<file path="src/design/bar_pkg.sv">
// ----------------------------------------------------------------------------
// bar_pkg
// Shared types and constants for the button auto-repeat unit.
// ----------------------------------------------------------------------------
package bar_pkg;

  localparam int unsigned ButtonWidth     = 32;
  localparam int unsigned CfgWidth        = 8;
  localparam int unsigned CfgIdxWidth     = 2;
  localparam int unsigned DefButtonCount  = 32;
  localparam int unsigned DefCounterBits  = 8;

  localparam logic [CfgWidth-1:0] StepReset      = 8'd1;
  localparam logic [CfgWidth-1:0] ThresholdReset = 8'd255;
  localparam logic [CfgWidth-1:0] ReloadReset    = 8'd0;

  typedef enum logic [CfgIdxWidth-1:0] {
    REG_STEP      = 2'd0,
    REG_THRESHOLD = 2'd1,
    REG_RELOAD    = 2'd2
  } cfg_reg_e;

  typedef struct packed {
    logic [ButtonWidth-1:0] buttons_now;
    logic                   defer_flag;
  } bar_in_t;

  typedef struct packed {
    logic [ButtonWidth-1:0] held_mask;
    logic [ButtonWidth-1:0] pressed_mask;
    logic [ButtonWidth-1:0] repeat_mask;
  } bar_out_t;

  typedef struct packed {
    logic [CfgWidth-1:0] step;
    logic [CfgWidth-1:0] threshold;
    logic [CfgWidth-1:0] reload;
  } bar_cfg_t;

endpackage

</file>
<file path="src/design/bar_lane.sv">
// ----------------------------------------------------------------------------
// bar_lane
// One button lane: hold counter, threshold compare, repeat pulse.
// ----------------------------------------------------------------------------
module bar_lane import bar_pkg::*; #(
  parameter int unsigned COUNTER_BITS = DefCounterBits
) (
  input  logic     clk_i,
  input  logic     rst_ni,
  input  logic     accept_i,
  input  logic     held_i,
  input  logic     pressed_i,
  input  bar_cfg_t cfg_i,
  output logic     pulse_o
);

  // compare at whichever is wider: the counter or the 8-bit threshold
  localparam int unsigned CmpW = (COUNTER_BITS > CfgWidth) ? COUNTER_BITS : CfgWidth;

  logic [COUNTER_BITS-1:0] ctr_q, ctr_d, sum;
  logic                    fire;

  always_comb begin
    sum     = ctr_q + COUNTER_BITS'(cfg_i.step);
    fire    = CmpW'(sum) >= CmpW'(cfg_i.threshold);
    pulse_o = held_i & (pressed_i | fire);
    if (!held_i) begin
      ctr_d = '0;
    end else if (fire) begin
      ctr_d = COUNTER_BITS'(cfg_i.reload);
    end else begin
      ctr_d = sum;
    end
  end

  always_ff @(posedge clk_i or negedge rst_ni) begin
    if (!rst_ni) begin
      ctr_q <= '0;
    end else if (accept_i) begin
      ctr_q <= ctr_d;
    end
  end

endmodule

</file>
<file path="src/design/bar_merge.sv">
// ----------------------------------------------------------------------------
// bar_merge
// Merges lane pulses with the deferred pending masks; output register.
// ----------------------------------------------------------------------------
module bar_merge import bar_pkg::*; (
  input  logic                   clk_i,
  input  logic                   rst_ni,
  input  logic                   accept_i,
  input  logic                   defer_i,
  input  logic [ButtonWidth-1:0] held_i,
  input  logic [ButtonWidth-1:0] pressed_i,
  input  logic [ButtonWidth-1:0] pulses_i,
  input  logic                   out_ready_i,
  output logic                   out_valid_o,
  output bar_out_t               out_data_o,
  output logic                   in_ready_o
);

  logic [ButtonWidth-1:0] pend_press_q, pend_press_d;
  logic [ButtonWidth-1:0] pend_rep_q, pend_rep_d;
  logic                   valid_q, valid_d;
  bar_out_t               data_q, data_d;

  assign in_ready_o  = !valid_q || out_ready_i;
  assign out_valid_o = valid_q;
  assign out_data_o  = data_q;

  always_comb begin
    data_d.held_mask = held_i;
    if (defer_i) begin
      pend_press_d        = pend_press_q | pressed_i;
      pend_rep_d          = pend_rep_q | pulses_i;
      data_d.pressed_mask = pressed_i;
      data_d.repeat_mask  = pulses_i;
    end else begin
      // flush: pending pulses ride out with this transfer
      pend_press_d        = '0;
      pend_rep_d          = '0;
      data_d.pressed_mask = pressed_i | pend_press_q;
      data_d.repeat_mask  = pulses_i | pend_rep_q;
    end
    valid_d = accept_i || (valid_q && !out_ready_i);
  end

  always_ff @(posedge clk_i or negedge rst_ni) begin
    if (!rst_ni) begin
      pend_press_q <= '0;
      pend_rep_q   <= '0;
      valid_q      <= 1'b0;
    end else begin
      valid_q <= valid_d;
      if (accept_i) begin
        pend_press_q <= pend_press_d;
        pend_rep_q   <= pend_rep_d;
      end
    end
  end

  always_ff @(posedge clk_i) begin
    if (accept_i) begin
      data_q <= data_d;
    end
  end

endmodule

</file>
<file path="src/design/button_auto_repeat_unit.sv">
// ----------------------------------------------------------------------------
// button_auto_repeat_unit
// Typematic auto-repeat over a word of buttons, one counter lane per button.
// ----------------------------------------------------------------------------
//   channel | direction | handshake            | payload
//   --------+-----------+----------------------+---------------------------
//   in      | input     | in_valid_i/in_ready_o | bar_in_t  (buttons, defer)
//   out     | output    | out_valid_o/out_ready_i | bar_out_t (held/pressed/repeat)
//   cfg     | input     | cfg_we_i              | cfg_idx_i, cfg_wdata_i
//
// One poll per cycle while the output is not stalled; a result appears in the
// cycle after its transfer in, as the lane add-compare feeds the output register.
// in_ready_o stays high while the output register is empty or being drained.
// Reset clears counters, previous word and pending masks; no clearing pass.
// A stalled output holds its payload and blocks only the next transfer in.
module button_auto_repeat_unit import bar_pkg::*; #(
  parameter int unsigned BUTTON_COUNT = DefButtonCount,
  parameter int unsigned COUNTER_BITS = DefCounterBits
) (
  input  logic                   clk_i,
  input  logic                   rst_ni,
  input  logic                   in_valid_i,
  output logic                   in_ready_o,
  input  bar_in_t                in_data_i,
  output logic                   out_valid_o,
  input  logic                   out_ready_i,
  output bar_out_t               out_data_o,
  input  logic                   cfg_we_i,
  input  logic [CfgIdxWidth-1:0] cfg_idx_i,
  input  logic [CfgWidth-1:0]    cfg_wdata_i
);

  localparam logic [ButtonWidth-1:0] LaneMask =
    ButtonWidth'((64'd1 << BUTTON_COUNT) - 64'd1);

  bar_cfg_t               cfg_q;
  logic [ButtonWidth-1:0] prev_q;
  logic [ButtonWidth-1:0] now_w, pressed_w, pulses_w;
  logic                   accept;

  assign accept    = in_valid_i && in_ready_o;
  assign now_w     = in_data_i.buttons_now & LaneMask;
  assign pressed_w = now_w & ~prev_q;

  always_ff @(posedge clk_i or negedge rst_ni) begin
    if (!rst_ni) begin
      cfg_q.step      <= StepReset;
      cfg_q.threshold <= ThresholdReset;
      cfg_q.reload    <= ReloadReset;
    end else if (cfg_we_i) begin
      case (cfg_idx_i)
        REG_STEP:      cfg_q.step      <= cfg_wdata_i;
        REG_THRESHOLD: cfg_q.threshold <= cfg_wdata_i;
        REG_RELOAD:    cfg_q.reload    <= cfg_wdata_i;
        default:       ;
      endcase
    end
  end

  always_ff @(posedge clk_i or negedge rst_ni) begin
    if (!rst_ni) begin
      prev_q <= '0;
    end else if (accept) begin
      prev_q <= now_w;
    end
  end

  for (genvar g = 0; g < ButtonWidth; g++) begin : g_lane
    if (g < BUTTON_COUNT) begin : g_used
      bar_lane #(
        .COUNTER_BITS(COUNTER_BITS)
      ) u_lane (
        .clk_i    (clk_i),
        .rst_ni   (rst_ni),
        .accept_i (accept),
        .held_i   (now_w[g]),
        .pressed_i(pressed_w[g]),
        .cfg_i    (cfg_q),
        .pulse_o  (pulses_w[g])
      );
    end else begin : g_unused
      assign pulses_w[g] = 1'b0;
    end
  end

  bar_merge u_merge (
    .clk_i      (clk_i),
    .rst_ni     (rst_ni),
    .accept_i   (accept),
    .defer_i    (in_data_i.defer_flag),
    .held_i     (now_w),
    .pressed_i  (pressed_w),
    .pulses_i   (pulses_w),
    .out_ready_i(out_ready_i),
    .out_valid_o(out_valid_o),
    .out_data_o (out_data_o),
    .in_ready_o (in_ready_o)
  );

endmodule

</file>
<file path="config.mk">
export PLATFORM = sky130hd
export DESIGN_NAME = button_auto_repeat_unit
export DESIGN_NICKNAME = d
export VERILOG_FILES = /design/src/design/bar_pkg.sv /design/src/design/bar_lane.sv /design/src/design/bar_merge.sv /design/src/design/button_auto_repeat_unit.sv
export SDC_FILE = /design/constraint.sdc
export NUM_CORES = 2
export LEC_CHECK = 0
export BUFFER_PORTS_ARGS = -buffer_cell sky130_fd_sc_hd__buf_2
export CAP_MARGIN = 30
export CORE_MARGIN = 3
export CORE_UTILIZATION = 50
export CTS_BUF_LIST = sky130_fd_sc_hd__clkbuf_16
export DETAILED_ROUTE_END_ITERATION = 10
export GPL_TIMING_DRIVEN = 0
export PLACE_DENSITY = 0.67
export SYNTH_ARGS = -nofsm -noshare
export SYNTH_HDL_FRONTEND = slang
export SYNTH_SLANG_ARGS = --single-unit
</file>
<file path="constraint.sdc">
create_clock -name clk_i -period 5.5 [get_ports clk_i]
set_input_delay 0.275 -clock clk_i [delete_from_list [all_inputs] [get_ports clk_i]]
set_output_delay 0.275 -clock clk_i [all_outputs]
set_load 0.1 [all_outputs]
</file>
Word-level counts from Yosys, hierarchy flattened
Index checks and enable logic that the tools add are counted.
Widths: inputs -> output; s select.
- add/subtract/negate cells: 32
- multiply operators: 0
- divide/modulo/power cells: 0
- $lt $le $gt $ge: 32
- equal/unequal tests: 2
- shift-type cells: 0
- muxes and demuxes: 67
- bitwise gates (word level): 68
- reductions and logical operators: 10
- operators by type and width (cell ; count):
    $mux 8 ; 64
    $add 8x8->8 ; 32
    $ge 8x8->1 ; 32
    $mux 32 ; 2
    $mux 64 ; 1
    $or 32x32->32 ; 2
    $and 1x1->1 ; 32
    $and 32x32->32 ; 1
    $not 32->32 ; 1
    $or 1x1->1 ; 32
    $reduce_and 2->1 ; 3
    $eq 2x1->1 const B ; 1
    $eq 2x2->1 const B ; 1
    $logic_and 1x1->1 ; 2
    $logic_not 1->1 ; 2
    $logic_not 2->1 ; 1
    $logic_or 1x1->1 ; 2
- bits in registers: 473
- bits in latches: 0
- RAM bits: 0
- ROM bits: 0
- output and inout port bits: 98
- logic and storage cells: 253
- memories kept: 0

Longest topological paths before layout
- depth in word-level cells: 6
- depth in mapped cells: 13

By module
A second synthesis with hierarchy kept.
- cells, all modules: 4038
- area, all modules: 39474.1 µm²
- modules (own cells, without submodules) (module ; times used ; cells each ; area an instance (µm²) ; seq. area each (µm²)):
    bar_lane at g_lane[15].g_used.u_lane ... ; 17 ; 112 ; 996.0 ; 200.2
    bar_lane at g_lane[0].g_used.u_lane ... ; 9 ; 107 ; 964.7 ; 200.2
    bar_lane at g_lane[4].g_used.u_lane ... ; 6 ; 107 ; 970.9 ; 200.2
    bar_merge ; 1 ; 377 ; 5728.0 ; 4509.3
    button_auto_repeat_unit ; 1 ; 152 ; 2307.2 ; 1412.6

Worst setup path after synthesis
No wires, ideal clock.
- path kind: register -> register
- start: register cfg_q[17] in the netlist's numbering
- end: register g_lane[30].g_used.u_lane.ctr_q[5]
- arrival: 4518 ps
- data required time: 5374 ps
- setup slack: 856 ps
- stages on the path, launching flop included: 13
- path through: dfrtp_1 ha_1 a21o_1 and3_1 o21ai_2 and2b_1 xnor2_1 ha_1 a21o_1 a21oi_1 o21ai_4 and4_1 a221o_1
- word-level cells in the longest chain between the ends: 4
- RTL lines (item ; line ; text):
    from (decl) ; button_auto_repeat_unit.sv:36 ; bar_cfg_t cfg_q;
    $add 8x8->8 * ; bar_lane.sv:24 ; sum = ctr_q + COUNTER_BITS'(cfg_i.step);
    $ge 8x8->1 ; bar_lane.sv:25 ; fire = CmpW'(sum) >= CmpW'(cfg_i.threshold);
    $mux 8 * ; bar_lane.sv:29 ; end else if (fire) begin
    $mux 8 * ; bar_lane.sv:27 ; if (!held_i) begin
    to (signal assigned) ; bar_lane.sv:40 ; ctr_q <= ctr_d;
    to (decl) ; bar_lane.sv:20 ; logic [COUNTER_BITS-1:0] ctr_q, ctr_d, sum;
Every way passes the cells marked *; elsewhere a longest branch is shown, timed or not.
A chain may end at the register's enable or synchronous reset.

==> metrics.txt <==
category of the most critical setup path flip-flop to flip-flop; required time worst endpoint 5830 ps; family of cells with the greatest summed delay on the critical path flip-flops; total number of nets in the final design 4,202; maximum resistive drop on vdd 269 uV; area growth from synthesis to final layout 14.1%; Max Fanout on Critical Path 17; IO Port Bufs 145; Critical Path Start Type flip-flop; largest net degree at the start of global routing 116; sinks on the clock net 473; CP max-delay cell dfstp_2; gate count after technology mapping 3,366; clock group share of total power 15.4%; violation count after the first detailed-routing iteration 2,034; unrepaired setup endpoints after global routing false; list of cells traversed by the critical path buf_12 > ha_1 > fa_1 > a211oi_1 > o21bai_1 > a21oi_1 > xnor2_1 > ha_1 > a21o_1 > a21oi_1 > o21ai_0 > buf_4 > nor2_1 > o2bb2ai_1; share of cells above drive strength 1 10.8%; DRT Pass-1 Iters 5; Async S/R FF share, synth 79.7%; Max Buffers Root-to-Sink 3; leading area contributor after synthesis dfrtp_1; post_cts resized 0; most used routing layer met2; max-slew violation total from the final report 0; mean post-synth cell area 10.1 sq um; f_max 0.259 GHz; clock transition at the register clock pins on the worst setup and hold paths after CTS 60 ps; clk_lat worst skew 630 ps; Netlist cell types 54; clock tree skew after final layout 20.1 ps; final period demand of the worst path 3860 ps; path category of the worst min-delay check primary input to asynchronous set/reset pin; flip-flop and latch count after synthesis 473; final clock period utilization by the worst path 70.2%; initial cell density of the core 51.0%; setup bufs post-CTS 0; Hold Violations, Final 0; mean number of vias per cell 5.99; outcome complete, no violations; Max H-tree Level 2; count of flip-flops with a built-in enable after synthesis 96; met2 capacity usage during global routing 45.3%; relative slew slack 28.4%; nets in the synthesized netlist 3,926; grt total ovfl 0; number of max-cap violations 0; count of hold-fix buffers inserted at cts 43; wire length reported by the detailed router 101 mm; total global routing track utilization 28.4%; antenna violations before repair 1; vertical extent of the die 267 um; TritonCTS Buffers 55; placement-stage cell area 0.0364 sq mm; main flop type after synthesis dfrtp_1; num rows 94; boundary pin count 146; Placeable Area 0.0666 sq mm; highest cell delay on the worst timing path 1010 ps; kind of end point of the critical path flip-flop; synth top area cells dfrtp_1 27%, ha_1 18%, edfxtp_1 8.5%; slew at the pin closest to its max-slew limit 1070 ps; proportion of total power due to net switching 44.6%; Worst Path Buf+Inv 2; post-DR wirelength/cell 22.1 um; clock root buffer clkbuf_16; met1 demand-to-capacity share in global routing 39.9%; Pwr per Cell Area 669 mW/mm^2; net switching power 11,600 uW; Die X-Extent 267 um; via count of the first global-routing pass 26,857; cell area after synthesis 0.0340 sq mm; part of the Yosys area used for sequential elements 36.3%; TritonCTS clock tree done; internal power summed over all cells 14,400 uW; full die area 0.0711 sq mm; Pleak 0.0187 uW; finished layout cell area 0.0388 sq mm; Antenna Cells 0; worst endpoint data arrival time 4190 ps; DRC Markers 0; RePlAce Congestion 0.861; total half-perimeter wirelength after legalization and detailed placement 67.2 mm; final setup violation count 0; final hold slack 163 ps; Yosys warning total 0; share of total power in sequential cells 21.0%; Post-DRT Antenna Nets 0; first-pass GRT wire length 156 mm; via total after detailed routing 27,269; area share of the largest cell type after synthesis 27.1%; M3 GR Usage 4.38%; part of the power in combinational logic 63.6%
==> stage by stage <==
stage	cells	worst slack, ps	util, %	setup TNS (ps)	power (uW)
3_5_place_dp	4405	1710	54.7	0	21800
5_1_grt	4552	1350	58.2	0	28300
3_3_place_gp	4375	-3860	53.8	-1622070	21200
6_report	4552	1640	58.2	0	25900
2_1_floorplan	3366	856	-	0	18300
4_1_cts	4551	1680	58.2	0	25900
==> cells in the mapped netlist (9+ instances only) <==
cell type	instances
a211oi_1	56
a21o_1	131
a21oi_1	195
a22o_1	32
a31oi_1	65
buf_2	14
buf_4	34
clkbuf_1	66
dfrtp_1	368
dfstp_2	9
edfxtp_1	96
fa_1	32
ha_1	480
inv_1	106
mux2_2	24
mux2i_1	249
nand2_1	356
nand3_1	34
nor2_1	77
nor2b_1	36
nor3_1	23
o21a_1	11
o21ai_0	415
o21ai_1	15
o21bai_1	76
o2bb2ai_1	32
o31ai_1	33
o41ai_2	22
xnor2_1	158
xor2_1	65
==> final timing paths <==
kind,from,end,slack (ps),depth (start not counted)
min in group clk_i,cfg_idx_i[1],cfg_q[17]$_DFFE_PN0P_,180,3
hold / removal,rst_ni,g_lane[28].g_used.u_lane.ctr_q[1]$_DFFE_PN0P_,160,2
setup / recovery,cfg_q[16]$_DFFE_PN1P_,u_merge.out_data_o[14]$_DFFE_PP_,1640,14
max in group asynchronous,rst_ni,prev_q[15]$_DFFE_PN0P_,3740,4
hold reg to reg,u_merge.pend_rep_q[16]$_DFFE_PN0P_,u_merge.pend_rep_q[16]$_DFFE_PN0P_,480,2
setup reg to reg,cfg_q[16]$_DFFE_PN1P_,u_merge.out_data_o[14]$_DFFE_PP_,1640,14
==> cell families (layout without fill, tap and decap cells) <==
group / after synthesis / in the layout / synth area share, %
compound gates: 1105 / 1105 / 20.5
simple gates: 552 / 552 / 6.84
fa+ha+maj: 512 / 512 / 19.6
flops: 473 / 473 / 36.3
mux: 273 / 273 / 8.13
buf+inv: 228 / 550 / 2.95
xor+xnor: 223 / 223 / 5.75
==> worst reg2reg max path: cells and delay by family (launching register included) <==
kind	cells	cell delay [ps]
buffers and inverters	2	510
adders and majority gates	3	800
xor gates and xnor gates	1	210
DFF	1	1010
and+or+nand+nor	1	150
AOI/OAI and AO/OA	7	900
==> cell usage in the layout (no fill, tap or decap), types with 43 or more instances in the layout <==
| cell type | Yosys | layout |
|---|---|---|
| ha_1 | 480 | 480 |
| o21ai_0 | 415 | 415 |
| dfrtp_1 | 368 | 362 |
| nand2_1 | 356 | 356 |
| mux2i_1 | 249 | 249 |
| a21oi_1 | 195 | 195 |
| xnor2_1 | 158 | 158 |
| buf_2 | 14 | 157 |
| a21o_1 | 131 | 131 |
| inv_1 | 106 | 105 |
| edfxtp_1 | 96 | 96 |
| nor2_1 | 77 | 77 |
| o21bai_1 | 76 | 76 |
| clkbuf_1 | 66 | 66 |
| xor2_1 | 65 | 65 |
| a31oi_1 | 65 | 65 |
| clkbuf_16 | 0 | 57 |
| a211oi_1 | 56 | 56 |
| dlygate4sd3_1 | 0 | 43 |
==> power groups by stage <==
stage                     Combinational (uW)  Sequential (uW)  Clock [uW]
after CTS                              16400             5430        4050
after detailed placement               16300             5480           0
after global placement                 15600             5580           0
final                                  16500             5440        3990
after floorplan                        12400             5890           0
after global routing                   18500             5570        4180
==> layout make-up <==
cell class	count	area (sq um)
flip-flops and latches	473	12300
well taps	864	1080
clock inverters	46	505
inverters	107	402
clock buffers	57	1430
multi-input cells	2665	20600
plain buffers	121	602
fillers	5708	27800
repair buffers	219	1770
==> routing by layer <==
metal	share of wire, %	wire [um]
met1	46	46200
met2	44	44300
met3	6.8	6890
met4	3.2	3240
met5	0.012	12
==> registers in the layout (all words and copies together), names as in the netlist <==
| register | count |
|---|---|
| cfg_q | 24 |
| g_lane.g_used.u_lane.ctr_q | 256 |
| u_merge.pend_press_q | 32 |
| u_merge.out_valid_o | 1 |
| u_merge.out_data_o | 96 |
| prev_q | 32 |
| u_merge.pend_rep_q | 32 |
Note: power is estimated with default switching activity, not from simulation.
